<file path="config.mk">
export PLATFORM = sky130hd
export DESIGN_NAME = tinted_alpha_over_compositor_flat
export DESIGN_NICKNAME = d
export VERILOG_FILES = /design/src/hdl/taoc_pkg.sv /design/src/hdl/taoc_stream_if.sv /design/src/hdl/taoc_front.sv /design/src/hdl/taoc_div_stage.sv /design/src/hdl/tinted_alpha_over_compositor.sv /design/src/flat_wrapper.sv
export SDC_FILE = /design/constraint.sdc
export NUM_CORES = 2
export LEC_CHECK = 0
export BUFFER_PORTS_ARGS = -buffer_cell sky130_fd_sc_hd__buf_2
export CAP_MARGIN = 20
export CORE_MARGIN = 1.5
export CORE_UTILIZATION = 40
export DETAILED_ROUTE_END_ITERATION = 12
export PLACE_DENSITY_LB_ADDON = 0.1
export SLEW_MARGIN = 10
export SYNTH_ARGS = -nofsm -noshare
export SYNTH_HDL_FRONTEND = slang
export SYNTH_SLANG_ARGS = --single-unit
</file>
<file path="constraint.sdc">
create_clock -name clk -period 20.5 [get_ports clk]
set_clock_uncertainty 0.1 [all_clocks]
set_input_delay 4.1 -clock clk [delete_from_list [all_inputs] [get_ports clk]]
set_output_delay 4.1 -clock clk [all_outputs]
set_load 0.005 [all_outputs]
</file>
<file path="src/hdl/taoc_pkg.sv">
// shared types and constants of the tinted alpha-over compositor
// no dependencies
package taoc_pkg;

  localparam int COLOR_W     = 8;
  localparam int TINT_W      = 32;
  localparam int QUOT_W      = 8;
  localparam int DEN_W       = 16;
  localparam int DIV_W       = DEN_W + 1;
  localparam int NUM_W       = 26;
  localparam int PROD_W      = 2 * COLOR_W;
  localparam int TERM_W      = 3 * COLOR_W;
  localparam int LANES       = 4;
  localparam int COLOR_LANES = 3;

  localparam int LANE_RED   = 0;
  localparam int LANE_GREEN = 1;
  localparam int LANE_BLUE  = 2;
  localparam int LANE_ALPHA = 3;

  localparam logic [COLOR_W-1:0] COLOR_MAX    = 8'hFF;
  // alpha = floor((D + 127) / 255), the divide by 255 done as y + (y >> 8) + 1, >> 8
  localparam logic [DEN_W:0]     ALPHA_HALF   = 17'd127;
  localparam logic [DEN_W:0]     DIV255_ROUND = 17'd1;

  localparam int unsigned DIV_BITS_DEFAULT = 2;

  typedef logic [COLOR_W-1:0] color_t;
  typedef logic [TINT_W-1:0]  tint_t;

  typedef struct packed {
    color_t src_red;
    color_t src_green;
    color_t src_blue;
    color_t src_alpha;
    color_t dst_red;
    color_t dst_green;
    color_t dst_blue;
    color_t dst_alpha;
  } pixel_in_t;

  typedef struct packed {
    color_t out_red;
    color_t out_green;
    color_t out_blue;
    color_t out_alpha;
    logic   was_blended;
  } pixel_out_t;

  typedef struct packed {
    color_t red;
    color_t green;
    color_t blue;
    color_t alpha;
  } rgba_t;

  // what travels down the divider stages
  typedef struct packed {
    logic [COLOR_LANES-1:0][NUM_W-1:0] rem;
    logic [LANES-1:0][QUOT_W-1:0]      quot;
    logic [DIV_W-1:0]                  den2;
    rgba_t                             dst;
    logic                              blended;
  } div_carry_t;

endpackage

</file>
<file path="src/hdl/taoc_stream_if.sv">
// valid/ready channel used for pixels and the tint register
// payload type set per instance
interface taoc_stream_if #(parameter type payload_t = logic);
  logic     valid;
  logic     ready;
  payload_t payload;

  modport source (output valid, output payload, input ready);
  modport sink   (input valid, input payload, output ready);
endinterface

</file>
<file path="src/hdl/taoc_front.sv">
// front end: tint and coverage products, numerator and denominator, divider setup
// depends on taoc_pkg
module taoc_front (
  input  logic                   clk,
  input  logic                   rst,
  input  taoc_pkg::tint_t        tint,
  input  logic                   in_valid,
  output logic                   in_ready,
  input  taoc_pkg::pixel_in_t    in_pix,
  output logic                   out_valid,
  input  logic                   out_ready,
  output taoc_pkg::div_carry_t   out_carry
);
  import taoc_pkg::*;

  logic                                   tint_zero;
  logic [COLOR_LANES-1:0][COLOR_W-1:0]    tint_rgb;
  logic [COLOR_LANES-1:0][COLOR_W-1:0]    src_rgb;
  logic [COLOR_LANES-1:0][COLOR_W-1:0]    dst_rgb;

  // stage 1
  logic                                   v1;
  logic [COLOR_LANES-1:0][PROD_W-1:0]     src_tinted;
  logic [COLOR_LANES-1:0][PROD_W-1:0]     dst_cov;
  color_t                                 sa1;
  color_t                                 isa1;
  rgba_t                                  dst1;
  logic                                   bl1;

  // stage 2
  logic                                   v2;
  logic [COLOR_LANES-1:0][TERM_W-1:0]     n_src;
  logic [COLOR_LANES-1:0][TERM_W-1:0]     n_dst;
  logic [DEN_W-1:0]                       den;
  rgba_t                                  dst2;
  logic                                   bl2;

  // stage 3
  logic                                   v3;
  div_carry_t                             c3;
  div_carry_t                             c3_next;

  logic rdy1, rdy2, rdy3;

  assign rdy3      = !v3 || out_ready;
  assign rdy2      = !v2 || rdy3;
  assign rdy1      = !v1 || rdy2;
  assign in_ready  = rdy1;
  assign out_valid = v3;
  assign out_carry = c3;

  always_comb begin
    tint_zero = (tint == '0);
    src_rgb[LANE_RED]   = in_pix.src_red;
    src_rgb[LANE_GREEN] = in_pix.src_green;
    src_rgb[LANE_BLUE]  = in_pix.src_blue;
    dst_rgb[LANE_RED]   = in_pix.dst_red;
    dst_rgb[LANE_GREEN] = in_pix.dst_green;
    dst_rgb[LANE_BLUE]  = in_pix.dst_blue;
    // red sits in the highest of the three low bytes
    for (int c = 0; c < COLOR_LANES; c++) begin
      tint_rgb[c] = tint_zero ? COLOR_MAX : tint[(COLOR_LANES-1-c)*COLOR_W +: COLOR_W];
    end
  end

  always_comb begin
    logic [TERM_W:0]  sum;
    logic [DEN_W:0]   a_round;
    logic [DEN_W:0]   a_sum;
    c3_next = '0;
    for (int c = 0; c < COLOR_LANES; c++) begin
      sum = {1'b0, n_src[c]} + {1'b0, n_dst[c]};
      // 2N + D, divided later by 2D
      c3_next.rem[c] = NUM_W'({sum, 1'b0}) + NUM_W'(den);
    end
    // alpha is round(D / 255) straight from the denominator, no divider lane
    a_round = {1'b0, den} + ALPHA_HALF;
    a_sum   = a_round + (a_round >> COLOR_W) + DIV255_ROUND;
    c3_next.quot[LANE_ALPHA] = a_sum[COLOR_W +: COLOR_W];
    c3_next.den2    = {den, 1'b0};
    c3_next.dst     = dst2;
    c3_next.blended = bl2;
  end

  always_ff @(posedge clk) begin
    if (rst) begin
      v1 <= 1'b0;
      v2 <= 1'b0;
      v3 <= 1'b0;
    end else begin
      if (rdy1) v1 <= in_valid;
      if (rdy2) v2 <= v1;
      if (rdy3) v3 <= v2;
    end
  end

  always_ff @(posedge clk) begin
    if (rdy1 && in_valid) begin
      for (int c = 0; c < COLOR_LANES; c++) begin
        src_tinted[c] <= PROD_W'(src_rgb[c]) * PROD_W'(tint_rgb[c]);
        dst_cov[c]    <= PROD_W'(dst_rgb[c]) * PROD_W'(in_pix.dst_alpha);
      end
      sa1  <= in_pix.src_alpha;
      isa1 <= COLOR_MAX - in_pix.src_alpha;
      dst1 <= '{in_pix.dst_red, in_pix.dst_green, in_pix.dst_blue, in_pix.dst_alpha};
      bl1  <= (in_pix.src_alpha != '0);
    end
    if (rdy2 && v1) begin
      for (int c = 0; c < COLOR_LANES; c++) begin
        n_src[c] <= TERM_W'(src_tinted[c]) * TERM_W'(sa1);
        n_dst[c] <= TERM_W'(dst_cov[c]) * TERM_W'(isa1);
      end
      den  <= DEN_W'(sa1) * DEN_W'(COLOR_MAX) + DEN_W'(dst1.alpha) * DEN_W'(isa1);
      dst2 <= dst1;
      bl2  <= bl1;
    end
    if (rdy3 && v2) begin
      c3 <= c3_next;
    end
  end

endmodule

</file>
<file path="src/hdl/taoc_div_stage.sv">
// one stage of the restoring divider, BITS quotient bits per stage on the three color lanes
// depends on taoc_pkg
module taoc_div_stage #(
  parameter int unsigned BITS    = taoc_pkg::DIV_BITS_DEFAULT,
  parameter int unsigned TOP_BIT = taoc_pkg::QUOT_W - 1
) (
  input  logic                  clk,
  input  logic                  rst,
  input  logic                  in_valid,
  output logic                  in_ready,
  input  taoc_pkg::div_carry_t  in_carry,
  output logic                  out_valid,
  input  logic                  out_ready,
  output taoc_pkg::div_carry_t  out_carry
);
  import taoc_pkg::*;

  logic       vld;
  div_carry_t carry;
  div_carry_t carry_next;

  assign in_ready  = !vld || out_ready;
  assign out_valid = vld;
  assign out_carry = carry;

  always_comb begin
    logic [NUM_W-1:0] shifted;
    carry_next = in_carry;
    for (int j = 0; j < int'(BITS); j++) begin
      shifted = NUM_W'(in_carry.den2) << (TOP_BIT - j);
      for (int l = 0; l < COLOR_LANES; l++) begin
        if (carry_next.rem[l] >= shifted) begin
          carry_next.rem[l] = carry_next.rem[l] - shifted;
          carry_next.quot[l][TOP_BIT - j] = 1'b1;
        end
      end
    end
  end

  always_ff @(posedge clk) begin
    if (rst) begin
      vld <= 1'b0;
    end else if (in_ready) begin
      vld <= in_valid;
    end
  end

  always_ff @(posedge clk) begin
    if (in_ready && in_valid) begin
      carry <= carry_next;
    end
  end

endmodule

</file>
<file path="src/hdl/tinted_alpha_over_compositor.sv">
// channel   dir  payload       beat when
// pix_in    in   pixel_in_t    valid & ready
// pix_out   out  pixel_out_t   valid & ready
// cfg       in   32-bit tint   valid & ready (ready always high)
//
// one pixel per clock unless the output stalls; each pixel passes through the
// three front stages and then the pipelined restoring divider
// reset (rst, synchronous) empties every stage and clears the tint to untinted
// a stalled output holds its beat; empty stages still fill while it waits
// depends on taoc_pkg, taoc_stream_if, taoc_front, taoc_div_stage
module tinted_alpha_over_compositor #(
  parameter int unsigned DIV_BITS = taoc_pkg::DIV_BITS_DEFAULT
) (
  input  logic          clk,
  input  logic          rst,
  taoc_stream_if.sink   pix_in,
  taoc_stream_if.source pix_out,
  taoc_stream_if.sink   cfg
);
  import taoc_pkg::*;

  localparam int DIV_STAGES = QUOT_W / int'(DIV_BITS);

  tint_t                 tint;
  logic [DIV_STAGES:0]   vld;
  logic [DIV_STAGES:0]   rdy;
  div_carry_t            carry [DIV_STAGES+1];
  div_carry_t            last;
  pixel_out_t            result;

  assign cfg.ready = 1'b1;

  always_ff @(posedge clk) begin
    if (rst) begin
      tint <= '0;
    end else if (cfg.valid) begin
      tint <= TINT_W'(cfg.payload);
    end
  end

  taoc_front u_front (
    .clk       (clk),
    .rst       (rst),
    .tint      (tint),
    .in_valid  (pix_in.valid),
    .in_ready  (pix_in.ready),
    .in_pix    (pix_in.payload),
    .out_valid (vld[0]),
    .out_ready (rdy[0]),
    .out_carry (carry[0])
  );

  for (genvar k = 0; k < DIV_STAGES; k++) begin : g_div
    taoc_div_stage #(
      .BITS    (DIV_BITS),
      .TOP_BIT (QUOT_W - 1 - k * int'(DIV_BITS))
    ) u_div (
      .clk       (clk),
      .rst       (rst),
      .in_valid  (vld[k]),
      .in_ready  (rdy[k]),
      .in_carry  (carry[k]),
      .out_valid (vld[k+1]),
      .out_ready (rdy[k+1]),
      .out_carry (carry[k+1])
    );
  end

  assign rdy[DIV_STAGES] = pix_out.ready;
  assign last            = carry[DIV_STAGES];

  // transparent texel passes the destination through
  always_comb begin
    if (last.blended) begin
      result.out_red   = last.quot[LANE_RED];
      result.out_green = last.quot[LANE_GREEN];
      result.out_blue  = last.quot[LANE_BLUE];
      result.out_alpha = last.quot[LANE_ALPHA];
    end else begin
      result.out_red   = last.dst.red;
      result.out_green = last.dst.green;
      result.out_blue  = last.dst.blue;
      result.out_alpha = last.dst.alpha;
    end
    result.was_blended = last.blended;
  end

  assign pix_out.valid   = vld[DIV_STAGES];
  assign pix_out.payload = result;

endmodule

</file>
<file path="src/flat_wrapper.sv">
// flat-port wrapper written by rule: the top's interface ports become plain ports
module tinted_alpha_over_compositor_flat import taoc_pkg::*;
#(
  parameter int unsigned DIV_BITS = taoc_pkg::DIV_BITS_DEFAULT
)
  (clk, rst, pix_in_valid, pix_in_payload, pix_in_ready, pix_out_valid, pix_out_payload, pix_out_ready, cfg_valid, cfg_payload, cfg_ready);
  taoc_stream_if #(.payload_t(pixel_in_t)) pix_in_i ();
  taoc_stream_if #(.payload_t(pixel_out_t)) pix_out_i ();
  taoc_stream_if #(.payload_t(tint_t)) cfg_i ();
  input  logic clk;
  input  logic rst;
  input wire logic [$bits(pix_in_i.valid)-1:0] pix_in_valid;
  input wire logic [$bits(pix_in_i.payload)-1:0] pix_in_payload;
  output wire logic [$bits(pix_in_i.ready)-1:0] pix_in_ready;
  output wire logic [$bits(pix_out_i.valid)-1:0] pix_out_valid;
  output wire logic [$bits(pix_out_i.payload)-1:0] pix_out_payload;
  input wire logic [$bits(pix_out_i.ready)-1:0] pix_out_ready;
  input wire logic [$bits(cfg_i.valid)-1:0] cfg_valid;
  input wire logic [$bits(cfg_i.payload)-1:0] cfg_payload;
  output wire logic [$bits(cfg_i.ready)-1:0] cfg_ready;
  assign pix_in_i.valid = pix_in_valid;
  assign pix_in_i.payload = pix_in_payload;
  assign pix_in_ready = pix_in_i.ready;
  assign pix_out_valid = pix_out_i.valid;
  assign pix_out_payload = pix_out_i.payload;
  assign pix_out_i.ready = pix_out_ready;
  assign cfg_i.valid = cfg_valid;
  assign cfg_i.payload = cfg_payload;
  assign cfg_ready = cfg_i.ready;
  tinted_alpha_over_compositor #(.DIV_BITS(DIV_BITS)) u_core (.clk(clk), .rst(rst), .pix_in(pix_in_i), .pix_out(pix_out_i), .cfg(cfg_i));
endmodule
</file>
* Word level (Yosys, flattened, before mapping)
Cells that the tools add are included.
** Operators by class
- Add/sub/neg operators :: 32
- Multiply operators :: 14
- Order comparisons :: 24
- Multiplexer cells :: 25
- Reductions and logical operators :: 23
** Operators by type and width (number)
- $mux W26 :: 21
- $mul A16 B8 Y24 :: 6
- $mul A8 B8 Y16 :: 7
- $add A26 B16 Y26 :: 3
- $ge A26 B17 Y1 :: 3
- $ge A26 B18 Y1 :: 3
- $ge A26 B19 Y1 :: 3
- $ge A26 B20 Y1 :: 3
- $ge A26 B21 Y1 :: 3
- $ge A26 B22 Y1 :: 3
- $ge A26 B23 Y1 :: 3
- $ge A26 B24 Y1 :: 3
- $sub A26 B18 Y26 :: 3
- $sub A26 B19 Y26 :: 3
- $sub A26 B20 Y26 :: 3
- $sub A26 B21 Y26 :: 3
- $sub A26 B22 Y26 :: 3
- $sub A26 B23 Y26 :: 3
- $sub A26 B24 Y26 :: 3
- $add A24 B24 Y25 :: 3
- $logic_not A32 Y1 :: 1
- $mux W32 :: 1
- $mux W8 :: 3
- $add A16 B7 Y17 const B :: 1
- other kinds (9) :: 27
** Word-level totals
- Flip-flop bits (word level) :: 1018
- Bits of input ports :: 101
- Output and inout bits :: 36
- Word-level logic and storage cells :: 230

* Logic depth before layout (Yosys ltp)
- Word-level depth :: 9
- Mapped depth :: 28
- Depth with buffers taken out :: 26

* Hierarchy
Synthesis repeated with hierarchy kept, for this count alone.
** Unflattened totals
- Cell total of the unflattened synthesis :: 10933
- Area, all modules :: 109685.2 µm²
** By module, submodules not included
- taoc_front :: instances 1, cells an instance 6036, area an instance 60325.4 µm², sequential area each 14173.6 µm²
- taoc_div_stage (u_core.g_div[3].u_div) :: instances 1, cells an instance 1231, area an instance 12099.1 µm², sequential area each 4824.6 µm²
- taoc_div_stage (u_core.g_div[2].u_div) :: instances 1, cells an instance 1237, area an instance 12079.1 µm², sequential area each 4824.6 µm²
- taoc_div_stage (u_core.g_div[1].u_div) :: instances 1, cells an instance 1176, area an instance 11941.5 µm², sequential area each 4824.6 µm²
- taoc_div_stage (u_core.g_div[0].u_div) :: instances 1, cells an instance 1112, area an instance 11551.1 µm², sequential area each 4824.6 µm²
- tinted_alpha_over_compositor :: instances 1, cells an instance 141, area an instance 1689.1 µm², sequential area each 640.6 µm²

* Worst setup path after synthesis
No wires, ideal clock.
- Path kind :: input to register
- Start :: input pix_out_ready
- End :: register u_core.g_div[1].u_div.out_carry[0] (netlist name)
- Library setup time :: 868 ps
- Data arrival time :: 14745 ps
- Required time :: 19532 ps
- Setup slack :: 4787 ps
- Cell stages on the path :: 3
- Path buffers :: 0
- Cell sequence :: nor2b_1 -> and2_1 -> a21boi_0
** On the way
- Cells in the longest elaborated chain, start to end :: 4
** RTL lines
- start: declaration :: line flat_wrapper.sv:17 : input wire logic [$bits(pix_out_i.ready)-1:0] pix_out_ready;
- $logic_or A1 B1 Y1 (3 in series) :: line taoc_div_stage.sv:22 : assign in_ready = !vld || out_ready;
- $logic_and A1 B1 Y1 :: line taoc_div_stage.sv:49 : if (in_ready && in_valid) begin
No other way between the ends.
A chain may end at the register's enable or synchronous reset.

* Worst setup path in the final report
- Start :: input pix_out_ready
- End :: output pix_in_ready
** On the way
- Cells in the longest elaborated chain, start to end :: 7
** RTL lines
- $logic_or A1 B1 Y1 (4 in series) :: line taoc_div_stage.sv:22
- $logic_or A1 B1 Y1 :: line taoc_front.sv:45 : assign rdy3 = !v3 || out_ready;
- $logic_or A1 B1 Y1 :: line taoc_front.sv:46 : assign rdy2 = !v2 || rdy3;
- $logic_or A1 B1 Y1 :: line taoc_front.sv:47 : assign rdy1 = !v1 || rdy2;
- end: declaration :: line flat_wrapper.sv:14 : output wire logic [$bits(pix_in_i.ready)-1:0] pix_in_ready;
No other way between the ends.

==> results.ini <==
[outcome]
outcome=complete, no violations

[timing]
slew_headroom=0.3297
drv_slew=0
tightest_slew_ns=1.004
min_period_ns=9.859
rsz0062_at_grt=false
holdWs_ns=0.2731
max_freq_mhz=101.4
hold_violations=0
setup_viol=0
fin_tns_setup_ns=0
period_share=0.4809

[critical_path]
crit_path_cell_trace=buf_2 -> nor2b_1 -> and2_1 -> and3_1 -> nand4_1 -> buf_2
worstPathRequired_ns=16.30
critPathKind=primary input to output pin
cp-end-kind=output pin
ff2ff_path_depth=20
cp_slowest_cell=and3_1
cp_data_arrival_time_ns=5.66
start_kind=primary input
crit_path_max_fanout=7
slowest_delay_ns=0.47
path_common_cell=buf_2

[cells_and_area]
postLayoutCellArea_mm2=0.1072
nets=11890
num-fill-cells=23390
syn_to_final_growth_pct=8.875
drive_above_1_share=0.06519

[logic_synthesis]
ys_seq_elements=1006
netlist_area_mm2=0.09842
syn_inst=9771
yosysTopAreaCell=edfxtp_1
ys_seq_area_frac=0.3030
synth_top_area_share=0.2950
synthesis.nets=11760
synthArstFlopShare=0
yosysWarnings=0
synth_edf_count=967
synthTopCellsByArea=edfxtp_1, fa_1, ha_1
ys_types=111
syn_area_per_cell_um2=10.07
ys.flop_type=edfxtp_1

[clock_network]
clockRootBuffer=clkbuf_16
hold_buffers=0
cts_buffer_depth=3
cts_tree=done
cts.clk_slew.worst_paths_ns=0.06
cts_inserted_buffers=119
cts-resized-gates=0
clock_latency_ns=0.80
numClockSinks=1006
h-tree-depth=3
post_cts_buffers=0

[worst_hold_path]
hold_class=register to register
min_path_cells=0

[place]
portBuffers=135
placedInstanceArea_mm2=0.1030
place.gp.congestion=0.8694
hpwl_mm=206.3

[detailed_routing]
dr.pass1.iters=5
drc=0
vias_per_cell=5.224
drtIter0Drc=3648
routedWlPerCell_um=19.69
drtAntennaViolNets=0
routed_wl_mm=260.2
vias=69030

[global_routing]
grt_max_degree=141
overflow=0
first_global_vias=71310
grt_util_all_layers=0.2094
grt_antenna_before_repair=10
grt_first_pass_wirelength_mm=406.8

[floorplan]
die_w_um=499.0
dieArea_mm2=0.2490
die_y_um=499.0
row_count=181
core_mm2=0.2439
start_util=0.4035
ios=137

[run]
cap_violations=0

-- final timing paths --
check / start / to / slack [ns]
worst min register to register: u_core.g_div[1].u_div.out_carry[56] / u_core.g_div[2].u_div.out_carry[56] / 0.27
worst max-delay path: pix_out_ready / pix_in_ready / 10.64
worst max register to register: u_core.u_front.out_carry[38] / u_core.g_div[0].u_div.out_carry[120] / 12.84
worst min-delay path: u_core.g_div[1].u_div.out_carry[56] / u_core.g_div[2].u_div.out_carry[56] / 0.27
-- synthesized netlist by cell type, types with 25 or more instances --
cell and number:
nand2_1 855, xnor2_1 450, o21a_1 96, o21bai_1 73, nand4_1 82, a211o_1 33, mux2_2 147, or2_2 31
nor2b_1 212, clkbuf_1 166, a211oi_1 49, and2_1 655, or3_1 38, xor2_1 180, o21ai_0 340, a21oi_1 534
ha_1 1048, and3_1 43, o31ai_1 32, fa_1 838, inv_1 1299, edfxtp_1 967, nand3_1 101, nor4_1 42
o211ai_1 25, dfxtp_1 39, a31oi_1 38, mux2i_1 51, a21o_1 228, nor3_1 130, a21boi_0 43, nand2b_1 76
nor2_1 504
-- state kept, by name, indices dropped and copies added (netlist names) --
signal / cells
u_core.u_front.c3_next: 32
u_core.g_div.u_div.out_carry: 497
u_core.tint: 32
u_core.u_front.out_carry: 132
u_core.u_front.n_dst: 72
u_core.u_front.src_tinted: 48
u_core.u_front.v2: 1
u_core.u_front.sa1: 8
u_core.u_front.n_src: 72
u_core.u_front.bl1: 1
u_core.u_front.bl2: 1
u_core.u_front.den: 16
u_core.u_front.out_valid: 1
u_core.u_front.dst1: 32
u_core.u_front.v1: 1
u_core.u_front.isa1: 8
u_core.g_div.u_div.out_valid: 4
u_core.u_front.dst_cov: 48
-- placed cells by master, fill, tap and decap left out, types with 17 or more instances in the layout --
master     netlist  final
inv_1         1299   1299
o21a_1          96     96
a21oi_1        534    533
o211ai_1        25     25
a21o_1         228    228
and2_1         655    654
nand3_1        101    101
nor2_1         504    503
nand2_1        855    855
o21bai_1        73     72
or2_2           31     31
ha_1          1048   1048
and3_1          43     43
mux2i_1         51     51
o31ai_1         32     32
dfxtp_1         39     39
or3_1           38     38
a211o_1         33     33
clkinv_2         0     17
fa_1           838    838
a21boi_0        43     41
xnor2_1        450    450
mux2_2         147    147
clkbuf_16        0    123
nor3_1         130    129
a211oi_1        49     49
or4_1           19     19
xor2_1         180    180
nor4_1          42     42
nor2b_1        212    209
nand2b_1        76     76
o21ai_0        340    340
a31oi_1         38     37
nand4_1         82     82
a2111oi_0       22     22
buf_2           13    135
buf_4            5     79
edfxtp_1       967    967
clkinv_1         1     24
-- stage by stage --
stage | worst slack [ns] | util | std cells
2_1_floorplan | 4.787 | - | 9771
3_3_place_gp | 10.66 | 0.4222 | 12980
3_5_place_dp | 10.63 | 0.4222 | 12980
4_1_cts | 10.62 | 0.4392 | 13200
5_1_grt | 10.51 | 0.4393 | 13210
6_report | 10.64 | 0.4393 | 13210
-- worst max-delay path, delay by kind of cell --
kind / cells / cell delay, ns
AND/OR/NAND/NOR: 4 / 1.28
buffers and inverters: 2 / 0.27
-- per-layer routing --
metal	part of all wire	global-route usage	vias up
li1	-	-	33510
met1	0.44	0.2653	34180
met2	0.49	0.3652	991
met3	0.028	0.01991	351
met4	0.045	0.08511	0
met5	0	0	-
-- cells by family (layout without fill, tap and decap cells) --
| kind of cell | count (synthesis) | in the layout | synth area share |
|---|---|---|---|
| AO/OA/AOI/OAI | 1672 | 1672 | 0.1086 |
| AND/OR/NAND/NOR | 2850 | 2850 | 0.1460 |
| buffers and inverters | 1511 | 1742 | 0.05844 |
| flip-flops | 1006 | 1006 | 0.3030 |
| multiplexers | 214 | 214 | 0.02410 |
| XOR/XNOR | 630 | 630 | 0.05606 |
| adder cells (fa/ha/maj) | 1887 | 1887 | 0.3038 |
| other | 1 | 11 | 0.00003810 |
-- layout make-up --
cell class / instances / area (um^2) / area share
Antenna cell: 10 / 25.02 / 0.0002335
Clock buffer: 141 / 3176 / 0.02964
Clock inverter: 81 / 984.7 / 0.009189
Inverter: 1303 / 4891 / 0.04564
Multi-Input combinational cell: 7254 / 62940 / 0.5874
Sequential cell: 1006 / 29820 / 0.2783
Tap cell: 3202 / 4006 / 0.03739
Timing Repair Buffer: 217 / 1314 / 0.01226
Power is left out: the tool's default activity adds up to more than one toggle a clock period on the data nets, which glitch-free logic cannot reach.
